### src/gwm_pkg.sv
`timescale 1ns / 1ps
// ----------------------------------------------------------------------------
// gwm_pkg: shared definitions for the glob wildcard matcher
// Item kinds, pattern metacharacters, the byte fold and the cell control bus.
// ----------------------------------------------------------------------------
package gwm_pkg;

    localparam int PATTERN_CHARS_DEF = 32;

    localparam logic [7:0] STAR_BYTE  = 8'h2A;
    localparam logic [7:0] QMARK_BYTE = 8'h3F;
    localparam logic [7:0] NUL_BYTE   = 8'h00;

    typedef enum logic [1:0] {
        MODE_CLEAR   = 2'd0,
        MODE_APPEND  = 2'd1,
        MODE_SUBJECT = 2'd2,
        MODE_FINISH  = 2'd3
    } mode_t;

    // Control broadcast to every cell of the row
    typedef struct packed {
        logic       rearm;     // reload the active set from the start position
        logic       step;      // advance the active set by one subject byte
        logic       wr_en;     // store char at the current pattern length
        logic       fold;      // case-insensitive literal compare
        logic [7:0] char;      // pattern or subject byte
    } cell_ctl_t;

    // Fold ASCII A-Z to a-z when enabled
    function automatic logic [7:0] fold_byte(input logic [7:0] b, input logic en);
        logic [7:0] r;
        r = b;
        if (en && (b >= 8'h41) && (b <= 8'h5A))
        begin
            r = b + 8'h20;
        end
        return r;
    endfunction

endpackage

### src/gwm_cell.sv
`timescale 1ns / 1ps
// ----------------------------------------------------------------------------
// gwm_cell: one pattern position of the matcher row
// Holds one pattern byte and the active bit of its position; hands the match
// and star-closure bits on to the next cell.
// ----------------------------------------------------------------------------
module gwm_cell #(
    parameter int N   = gwm_pkg::PATTERN_CHARS_DEF,
    parameter int IDX = 0,
    parameter int LW  = $clog2(N + 1)
) (
    input  logic              clk,
    input  logic              rst_n,
    input  gwm_pkg::cell_ctl_t ctl,
    input  logic [LW-1:0]     len,        // current pattern length
    input  logic [LW-1:0]     len_next,   // pattern length after this transfer
    input  logic              fwd_in,     // previous position consumed the byte
    input  logic              carry_in,   // star closure from the previous position
    output logic              fwd_out,
    output logic              carry_out,
    output logic              act
);

    localparam logic IS_FIRST = (IDX == 0);

    logic [7:0] pat_reg;
    logic       act_reg;
    logic       act_next;

    logic       wr_here;
    logic [7:0] pat_eff;
    logic       valid_eff;
    logic       is_star;
    logic       hit;
    logic       raw;
    logic       closed;

    // The byte being appended is seen already, so the rearm closure covers it
    assign wr_here   = ctl.wr_en && (len == LW'(IDX));
    assign pat_eff   = wr_here ? ctl.char : pat_reg;
    assign valid_eff = (len_next > LW'(IDX));
    assign is_star   = valid_eff && (pat_eff == gwm_pkg::STAR_BYTE);
    assign hit       = valid_eff && !is_star &&
                       ((pat_eff == gwm_pkg::QMARK_BYTE) ||
                        (gwm_pkg::fold_byte(pat_eff, ctl.fold) ==
                         gwm_pkg::fold_byte(ctl.char, ctl.fold)));

    assign raw       = ctl.rearm ? IS_FIRST : ((act_reg && is_star) || fwd_in);
    assign closed    = raw || carry_in;
    assign fwd_out   = act_reg && hit;
    assign carry_out = closed && is_star;
    assign act_next  = (ctl.rearm || ctl.step) ? closed : act_reg;
    assign act       = act_reg;

    always_ff @(posedge clk)
    begin
        if (wr_here)
        begin
            pat_reg <= ctl.char;
        end
    end

    always_ff @(posedge clk or negedge rst_n)
    begin
        if (!rst_n)
        begin
            act_reg <= IS_FIRST;
        end
        else
        begin
            act_reg <= act_next;
        end
    end

endmodule

### src/glob_wildcard_matcher.sv
`timescale 1ns / 1ps
// ----------------------------------------------------------------------------
// glob_wildcard_matcher: whole-string glob matcher, '*' and '?'
// Loads a pattern byte by byte, streams a subject string and reports on
// finish whether the whole subject matched the whole pattern.
// ----------------------------------------------------------------------------
// The block takes one item per clock cycle while no result waits untaken, for
// every kind of item: pattern clear, pattern append, subject byte and finish. The
// finish result appears in the cycle after its transfer and sits in an
// output register; input transfers stall only while a result waits there
// untaken, and resume in the cycle it is taken.
// The pattern lives in a row of PATTERN_CHARS+1 cells, one per position, each
// holding its byte and its active bit; the clock period is set by the star
// closure rippling along that row. No start-up pass is needed after reset.
// ----------------------------------------------------------------------------
module glob_wildcard_matcher #(
    parameter int PATTERN_CHARS = gwm_pkg::PATTERN_CHARS_DEF
) (
    input  logic       clk,
    input  logic       rst_n,
    // configuration
    input  logic       cfg_valid,
    output logic       cfg_ready,
    input  logic       cfg_data,        // [0] case_insensitive
    // items in
    input  logic       s_axis_tvalid,
    output logic       s_axis_tready,
    input  logic [7:0] s_axis_tdata,    // [7:0] char_value
    input  logic [1:0] s_axis_tuser,    // [1:0] mode
    // results out
    output logic       m_axis_tvalid,
    input  logic       m_axis_tready,
    output logic [7:0] m_axis_tdata     // [0] matched, [1] pattern_overflow, [7:2] zero
);

    localparam int N  = PATTERN_CHARS;
    localparam int LW = $clog2(N + 1);

    logic          fold_reg;
    logic [LW-1:0] len_reg,  len_next;
    logic          ovf_reg,  ovf_next;
    logic          out_valid_reg, out_valid_next;
    logic          out_match_reg;
    logic          out_ovf_reg;

    logic               accept;
    logic               emit;
    logic               nz;
    gwm_pkg::mode_t     mode;
    gwm_pkg::cell_ctl_t ctl;

    logic [N:0] fwd;
    logic [N:0] carry;
    logic [N:0] act_vec;
    logic [N:0] fwd_out;
    logic [N:0] carry_out;

    assign cfg_ready     = 1'b1;
    assign s_axis_tready = !out_valid_reg || m_axis_tready;
    assign accept        = s_axis_tvalid && s_axis_tready;
    assign mode          = gwm_pkg::mode_t'(s_axis_tuser);
    assign nz            = (s_axis_tdata != gwm_pkg::NUL_BYTE);

    always_comb
    begin
        ctl.rearm = 1'b0;
        ctl.step  = 1'b0;
        ctl.wr_en = 1'b0;
        ctl.fold  = fold_reg;
        ctl.char  = s_axis_tdata;
        len_next  = len_reg;
        ovf_next  = ovf_reg;
        emit      = 1'b0;
        if (accept)
        begin
            case (mode)
                gwm_pkg::MODE_CLEAR:
                begin
                    ctl.rearm = 1'b1;
                    len_next  = '0;
                    ovf_next  = 1'b0;
                end
                gwm_pkg::MODE_APPEND:
                begin
                    // drop terminators; drop and flag bytes beyond capacity
                    if (nz)
                    begin
                        ctl.rearm = 1'b1;
                        if (len_reg < LW'(N))
                        begin
                            ctl.wr_en = 1'b1;
                            len_next  = len_reg + LW'(1);
                        end
                        else
                        begin
                            ovf_next = 1'b1;
                        end
                    end
                end
                gwm_pkg::MODE_SUBJECT:
                begin
                    ctl.step = nz;
                end
                gwm_pkg::MODE_FINISH:
                begin
                    ctl.rearm = 1'b1;
                    emit      = 1'b1;
                end
                default:
                begin
                    ctl.rearm = 1'b0;
                end
            endcase
        end
    end

    assign fwd[0]   = 1'b0;
    assign carry[0] = 1'b0;

    for (genvar i = 0; i <= N; i++)
    begin : g_cell
        gwm_cell #(
            .N   (N),
            .IDX (i),
            .LW  (LW)
        ) u_cell (
            .clk       (clk),
            .rst_n     (rst_n),
            .ctl       (ctl),
            .len       (len_reg),
            .len_next  (len_next),
            .fwd_in    (fwd[i]),
            .carry_in  (carry[i]),
            .fwd_out   (fwd_out[i]),
            .carry_out (carry_out[i]),
            .act       (act_vec[i])
        );
        if (i < N)
        begin : g_link
            assign fwd[i+1]   = fwd_out[i];
            assign carry[i+1] = carry_out[i];
        end
    end

    // hold the result until taken
    assign out_valid_next = emit || (out_valid_reg && !m_axis_tready);

    always_ff @(posedge clk or negedge rst_n)
    begin
        if (!rst_n)
        begin
            fold_reg      <= 1'b0;
            len_reg       <= '0;
            ovf_reg       <= 1'b0;
            out_valid_reg <= 1'b0;
        end
        else
        begin
            if (cfg_valid && cfg_ready)
            begin
                fold_reg <= cfg_data;
            end
            len_reg       <= len_next;
            ovf_reg       <= ovf_next;
            out_valid_reg <= out_valid_next;
        end
    end

    always_ff @(posedge clk)
    begin
        if (emit)
        begin
            out_match_reg <= act_vec[len_reg];
            out_ovf_reg   <= ovf_reg;
        end
    end

    assign m_axis_tvalid = out_valid_reg;
    assign m_axis_tdata  = {6'b0, out_ovf_reg, out_match_reg};

    // fwd_out and carry_out of the last cell end the row
    logic unused_tail;
    assign unused_tail = fwd_out[N] ^ carry_out[N];

endmodule

### config.mk
export PLATFORM = sky130hd
export DESIGN_NAME = glob_wildcard_matcher
export DESIGN_NICKNAME = d
export VERILOG_FILES = /design/src/gwm_pkg.sv /design/src/gwm_cell.sv /design/src/glob_wildcard_matcher.sv
export SDC_FILE = /design/constraint.sdc
export NUM_CORES = 1
export LEC_CHECK = 0
export BUFFER_PORTS_ARGS = -buffer_cell sky130_fd_sc_hd__buf_2
export CAP_MARGIN = 15
export CORE_UTILIZATION = 30
export CTS_BUF_LIST = sky130_fd_sc_hd__clkbuf_8 sky130_fd_sc_hd__clkbuf_16
export CTS_CLUSTER_SIZE = 30
export DETAILED_ROUTE_END_ITERATION = 6
export GPL_TIMING_DRIVEN = 0
export PLACE_DENSITY = 0.46
export SKIP_CTS_REPAIR_TIMING = 1
export SLEW_MARGIN = 20
export SYNTH_ARGS = -nofsm -noshare
export SYNTH_HDL_FRONTEND = slang
export SYNTH_SLANG_ARGS = --single-unit
### constraint.sdc
create_clock -name clk -period 4.5 [get_ports clk]
set_input_delay 0.45 -clock clk [delete_from_list [all_inputs] [get_ports clk]]
set_output_delay 0.45 -clock clk [all_outputs]
set_load 0.02 [all_outputs]
==> impl_metrics.env, run 1 <==
export IMPL_pwr_share_comb_pct=24.7
export IMPL_cp_common_cell="buf_2"
export IMPL_syn_area_um2=22000
export IMPL_cts_tree="yes"
export IMPL_grt_pass1_wl_mm=152
export IMPL_portBuffers=14
export IMPL_rows=98
export IMPL_synth_seq_area_share_pct=29.0
export IMPL_synthArstFlopShare_pct=13.6
export IMPL_core_area_um2=72100
export IMPL_initial_utilization_pct=30.5
export IMPL_p_leak_nw=10.9
export IMPL_worst_slew_pin_slew_ns=1.25
export IMPL_power_density_nw_per_um2=345
export IMPL_finalCritPeriodShare_pct=112
export IMPL_pwr_share_clk_pct=39.6
export IMPL_root_buffer="clkbuf_16"
export IMPL_crit_slowest_cell="clkbuf_2"
export IMPL_whs_ns=0.215
export IMPL_wire_per_inst_um=28.5
export IMPL_setup_viol=27
export IMPL_dieWidth_um=273
export IMPL_die_area_um2=74500
export IMPL_drtAntennaViolNets=0
export IMPL_finalWorstSetupSlack_ns=-0.561
export IMPL_irDropWorstVdd_mv=0.246
export IMPL_drc=0
export IMPL_synth_edf_count=2
export IMPL_p_int_mw=6.23
export IMPL_first_global_vias=20930
export IMPL_layout_nets=2891
export IMPL_synth_seq_cells=308
export IMPL_synth_flop_cell="dfxtp_1"
export IMPL_drtIter0Drc=2429
export IMPL_grt_total_usage_pct=28.3
export IMPL_relSlewSlack_pct=16.4
export IMPL_area_delta_synth_final_pct=24.5
export IMPL_crit_chain="buf_2 -> buf_2 -> clkbuf_2 -> buf_2 -> clkbuf_4 -> mux2i_1 -> a21oi_1 -> a21oi_1 -> a2111oi_4 -> o21ai_1 -> a31oi_2 -> o211ai_1 -> a31oi_4 -> a21oi_4 -> o221ai_4 -> buf_6 -> o21ai_4 -> a22oi_2"
export IMPL_layout_drive_gt1_share_pct=24.1
export IMPL_final_common_cell="nand2_1"
export IMPL_violations="negative setup slack"
export IMPL_final_util_pct=38.0
export IMPL_avgSynthCellArea_um2=8.29
export IMPL_wl_mm=109
export IMPL_clkSlewWorstSetupHoldPaths_ns=0.06
export IMPL_slowest_delay_ns=0.57
export IMPL_netlist_instances=2655
export IMPL_drt_pre_antenna_iters=7
export IMPL_vias=22481
export IMPL_hold_violations=0
export IMPL_clock_sinks=308
export IMPL_status="finished with violations"
export IMPL_drv_slew=0
export IMPL_p_seq_share_pct=35.7
export IMPL_routabilityCongestion=0.990
export IMPL_cts_max_path_buffers=3
export IMPL_critPathLaunchType="primary input"
export IMPL_via_per_inst=5.89
export IMPL_drv_cap=0
export IMPL_p_switching_mw=3.24
export IMPL_die_y_um=273
export IMPL_placedCellCount=3631
export IMPL_end_kind="register"
export IMPL_arrival_ns=5.56
export IMPL_clock_fmax_ghz=0.198
export IMPL_fin_cells=3818
export IMPL_criticalPathCategory="primary input to register"
export IMPL_ioPinCount=27
export IMPL_h_tree_depth=2
export IMPL_crit_required_ns=5.00
export IMPL_clk_latency_ns=0.61
export IMPL_swShare_pct=34.2
export IMPL_final_cell_mix="305 x nand2_1, 264 x dfxtp_1, 150 x nor2_1"
export IMPL_yosysWarningCount=0
export IMPL_synth_cell_types=117
export IMPL_cts_buffers=42
export IMPL_dp_hpwl_mm=79.2
export IMPL_grt_max_degree=43
export IMPL_clock_skew_ns=0.0390
export IMPL_hp_class="primary input to register"
export IMPL_min_period_ns=5.06
export IMPL_fin_total_pwr_mw=9.47
export IMPL_grt_overflow_total=0
export IMPL_rsz0062_at_grt="yes"
export IMPL_path_max_fanout=10
export IMPL_largest_reg_flops=264
export IMPL_grt_antenna_before_repair=5
[Yosys cell counts (14+ instances only)]
cell type | instances | area share (%)
o21ai_0 | 111 | 2.5
nor3_1 | 88 | 2.0
dfxtp_1 | 264 | 24
a21oi_1 | 98 | 2.2
o211ai_1 | 23 | 0.78
nand4b_1 | 15 | 0.60
nor2_1 | 155 | 2.6
mux2_2 | 110 | 5.6
xnor2_1 | 146 | 5.8
or3_1 | 33 | 0.94
clkbuf_1 | 83 | 1.4
buf_1 | 23 | 0.39
dfrtp_1 | 41 | 4.7
inv_1 | 127 | 2.2
buf_4 | 20 | 0.68
nand2b_1 | 23 | 0.65
a21o_1 | 23 | 0.78
nand2_1 | 311 | 5.3
buf_2 | 43 | 0.98
or2_2 | 14 | 0.40
nor4_1 | 37 | 1.1
or4_1 | 17 | 0.58
o31ai_1 | 30 | 1.0
nand4_1 | 39 | 1.1
ha_1 | 42 | 2.4
nand3_1 | 88 | 2.0
a31oi_1 | 41 | 1.2
mux2i_1 | 117 | 5.3
a211oi_1 | 24 | 0.82
and3_1 | 33 | 0.94
xor2_1 | 85 | 3.4
and2_1 | 15 | 0.43
[per-layer routing]
metal | share of wire, % | vias up | global-route usage (%)
li1 | - | 10053 | -
met1 | 43 | 11093 | 37.3
met2 | 44 | 1055 | 45.0
met3 | 7.6 | 278 | 4.59
met4 | 5.6 | 2 | 12.9
met5 | 0.017 | - | 0
[power groups by stage]
stage               Clock, mW  Sequential (mW)  Combinational [mW]
floorplan                   0             3.30                1.32
global placement            0             3.41                1.95
detailed placement          0             3.41                1.99
CTS                      3.80             3.35                2.00
global route             3.91             3.42                2.47
finish                   3.75             3.38                2.34
[path summary, 6_finish.rpt]
| check | to | start | cells past startpoint | slack (ns) |
|---|---|---|---|---|
| setup / recovery | g_cell[29].u_cell.act$_DFFE_PN0P_ | s_axis_tdata[7] | 18 | -0.56 |
| hold reg to reg | g_cell[32].u_cell.pat_reg[0]$_DFF_P_ | g_cell[32].u_cell.pat_reg[0]$_DFF_P_ | 1 | 0.42 |
| hold / removal | fold_reg$_DFFE_PN0P_ | cfg_valid | 2 | 0.22 |
| setup reg to reg | g_cell[29].u_cell.act$_DFFE_PN0P_ | len_reg[3]$_DFF_PN0_ | 15 | -0.46 |
| min in group asynchronous | g_cell[7].u_cell.act$_DFFE_PN0P_ | rst_n | 2 | 0.51 |
| max in group asynchronous | len_reg[5]$_DFF_PN0_ | rst_n | 2 | 3.47 |
[layout make-up]
type	instances	area [µm²]
Antenna cell	1	2.50
Buffer	169	1120
Clock buffer	57	1280
Clock inverter	21	260
Fill cell	7379	44700
Inverter	131	519
Multi-Input combinational cell	2046	15500
Sequential cell	308	6400
Tap cell	950	1190
Timing Repair Buffer	135	1100
[metrics by stage]
step	setup WS, ns	setup TNS, ns	area [µm²]
after floorplan	-0.00657	-0.00657	22200
after global placement	-3.37	-225.44	23500
after detailed placement	-3.07	-86.85	23700
after CTS	-2.49	-61.46	25300
after global routing	-0.610	-8.54	27400
final	-0.561	-7.62	27400
[cell families (layout without fill, tap and decap cells)]
| group | count (synthesis) | count (layout) | share of synthesized area (%) |
|---|---|---|---|
| adder cells (fa/ha/maj) | 42 | 42 | 2.39 |
| flip-flops | 308 | 308 | 29.0 |
| AND/OR/NAND/NOR | 955 | 955 | 22.8 |
| buffers and inverters | 306 | 513 | 6.01 |
| multiplexers | 242 | 242 | 12.3 |
| XOR/XNOR | 233 | 233 | 9.39 |
| AO/OA/AOI/OAI | 567 | 567 | 18.1 |
| other | 2 | 8 | 0.0341 |
[critical path, delay by kind of cell]
kind	cells	cell delay, ns
mux	1	0.17
compound gates	11	2.45
buf+inv	6	2.42
Power figures use the tool's default switching activity.
==> inputs of run 2 (changes only) <==
--- a/config.mk
+++ b/config.mk
@@ -9,6 +9,7 @@
 export CAP_MARGIN = 15
 export CORE_UTILIZATION = 30
 export CTS_BUF_LIST = sky130_fd_sc_hd__clkbuf_8 sky130_fd_sc_hd__clkbuf_16
+export CTS_CLUSTER_DIAMETER = 40
 export CTS_CLUSTER_SIZE = 30
 export DETAILED_ROUTE_END_ITERATION = 6
 export GPL_TIMING_DRIVEN = 0
@@ -17,4 +18,5 @@
 export SLEW_MARGIN = 20
 export SYNTH_ARGS = -nofsm -noshare
 export SYNTH_HDL_FRONTEND = slang
+export SYNTH_HIERARCHICAL = 1
 export SYNTH_SLANG_ARGS = --single-unit
==> impl_metrics.env, run 2 <==
export IMPL_irDropWorstVdd_mv=0.274
export IMPL_grt_max_degree=105
export IMPL_ioPinCount=27
export IMPL_crit_slowest_cell="dfrtp_4"
export IMPL_die_y_um=298
export IMPL_yosysWarningCount=6
export IMPL_setup_viol=27
export IMPL_cts_max_path_buffers=3
export IMPL_core_area_um2=86800
export IMPL_first_global_vias=24951
export IMPL_crit_required_ns=5.00
export IMPL_critPathLaunchType="register"
export IMPL_initial_utilization_pct=30.3
export IMPL_postPlaceCellArea_um2=28800
export IMPL_hold_depth=2
export IMPL_h_tree_depth=3
export IMPL_vias=25834
export IMPL_whs_ns=0.0821
export IMPL_power_density_nw_per_um2=394
export IMPL_routabilityCongestion=0.758
export IMPL_hp_start="cfg_data"
export IMPL_area_delta_synth_final_pct=23.7
export IMPL_arrival_ns=10.98
export IMPL_fin_area_um2=32500
export IMPL_criticalPathCategory="register to register"
export IMPL_drt_pre_antenna_iters=5
export IMPL_drv_cap=0
export IMPL_grt_antenna_before_repair=2
export IMPL_dieWidth_um=298
export IMPL_r2r_cells=61
export IMPL_rsz0062_at_grt="yes"
export IMPL_clk_latency_ns=0.62
export IMPL_syn_area_um2=26300
export IMPL_min_to="fold_reg$_DFFE_PN0P_"
export IMPL_rr_startpoint="len_reg[5]$_DFF_PN0_"
export IMPL_min_period_ns=10.48
export IMPL_drtIter0Drc=1571
export IMPL_clkSlewWorstSetupHoldPaths_ns=0.05
export IMPL_hold_violations=0
export IMPL_drtAntennaViolNets=0
export IMPL_largest_reg_flops=264
export IMPL_drc=0
export IMPL_dp_hpwl_mm=52.6
export IMPL_via_per_inst=5.53
export IMPL_hp_class="primary input to register"
export IMPL_finalWorstSetupSlack_ns=-5.98
export IMPL_final_cell_mix="630 x nand2_1, 264 x dfxtp_1, 184 x nor2_1"
export IMPL_grt_overflow_total=0
export IMPL_portBuffers=19
export IMPL_clock_sinks=308
export IMPL_cts_buffers=83
export IMPL_end_kind="register"
export IMPL_p_leak_nw=13.0
export IMPL_clock_fmax_ghz=0.0954
export IMPL_layout_drive_gt1_share_pct=18.0
export IMPL_die_area_um2=88800
export IMPL_rows=108
export IMPL_status="finished with violations"
export IMPL_r2r_end="g_cell[32].u_cell/act$_DFFE_PN0P_"
export IMPL_slowest_delay_ns=0.53
export IMPL_final_common_cell="nand2_1"
export IMPL_wire_per_inst_um=19.8
export IMPL_worst_slew_pin_slew_ns=0.866
export IMPL_grt_total_usage_pct=19.4
export IMPL_r2r_slack_ns=-5.98
export IMPL_grt_pass1_wl_mm=142
export IMPL_layout_nets=3513
export IMPL_n_antenna_cell=0
export IMPL_wl_mm=92.6
export IMPL_drv_slew=0
export IMPL_fin_total_pwr_mw=12.8
export IMPL_cts_tree="yes"
export IMPL_path_max_fanout=6
export IMPL_violations="negative setup slack"
export IMPL_netlist_instances=3258
export IMPL_tns_ns=-86.08
export IMPL_relSlewSlack_pct=41.7
export IMPL_cp_common_cell="o211a_1"
export IMPL_finalCritPeriodShare_pct=233
export IMPL_avgSynthCellArea_um2=8.06
export IMPL_clock_skew_ns=0.0245
export IMPL_root_buffer="clkbuf_16"
## run 2: changes by cell type in the layout (fill, tap and decap cells not counted), sizes merged, moves of 19 or more
cell   change
buf       -99
mux2      -21
mux2i     -66
nand2    +322
nand3     +26
nor2      +42
nor3      +56
nor3b     +22
o21ai     -22
o32a      +36
or3       +19
xnor2     -32
xor2      +32
## run 2: critical path: cells and delay by family, from the launching register on
kind	cells	cell delay [ns]
adders and majority gates	1	0.22
muxes	1	0.23
xor gates and xnor gates	1	0.18
AOI/OAI and AO/OA	26	5.45
DFF	1	0.53
and+or+nand+nor	29	3.44
buffers and inverters	3	0.28
## run 2: how the worst max path moves through the flow
stage,startpoint,end
finish,len_reg[5]$_DFF_PN0_,g_cell[32].u_cell/act$_DFFE_PN0P_
CTS,s_axis_tdata[5],g_cell[32].u_cell/act$_DFFE_PN0P_
detailed placement,s_axis_tdata[5],g_cell[32].u_cell/act$_DFFE_PN0P_
floorplan,len_reg[5]$_DFF_PN0_,g_cell[32].u_cell/act$_DFFE_PN0P_
global placement,s_axis_tdata[1],g_cell[32].u_cell/act$_DFFE_PN0P_
global route,len_reg[5]$_DFF_PN0_,g_cell[32].u_cell/act$_DFFE_PN0P_
## run 2: stage by stage
step | cells | util, % | worst slack [ns]
6_report | 4670 | 37.5 | -5.98
4_1_cts | 4627 | 36.6 | -8.72
3_5_place_dp | 4471 | 33.1 | -9.31
3_3_place_gp | 4441 | 32.2 | -12.36
2_1_floorplan | 3267 | - | -5.24
5_1_grt | 4670 | 37.5 | -6.64
## run 2: area by class of cell
class	count	area, µm²
flip-flops and latches	308	6420
well taps	1155	1450
multi-input cells	2771	19300
clock buffers	101	2370
inverters	109	412
fillers	8971	54200
plain buffers	81	523
repair buffers	90	1420
clock inverters	55	586
## run 2: per-layer routing
layer | vias up | GRT usage, % | wire [µm]
met5 | - | 0 | 0
met4 | 0 | 4.90 | 1910
met3 | 127 | 2.71 | 4730
met2 | 551 | 31.9 | 41900
met1 | 12479 | 26.4 | 44100
li1 | 12677 | - | -
## run 2: where the power goes
part | switching [mW] | internal [mW]
combinational | 1.72 | 1.26
sequential | 0.518 | 3.08
clock | 1.94 | 4.29
total | 4.18 | 8.62
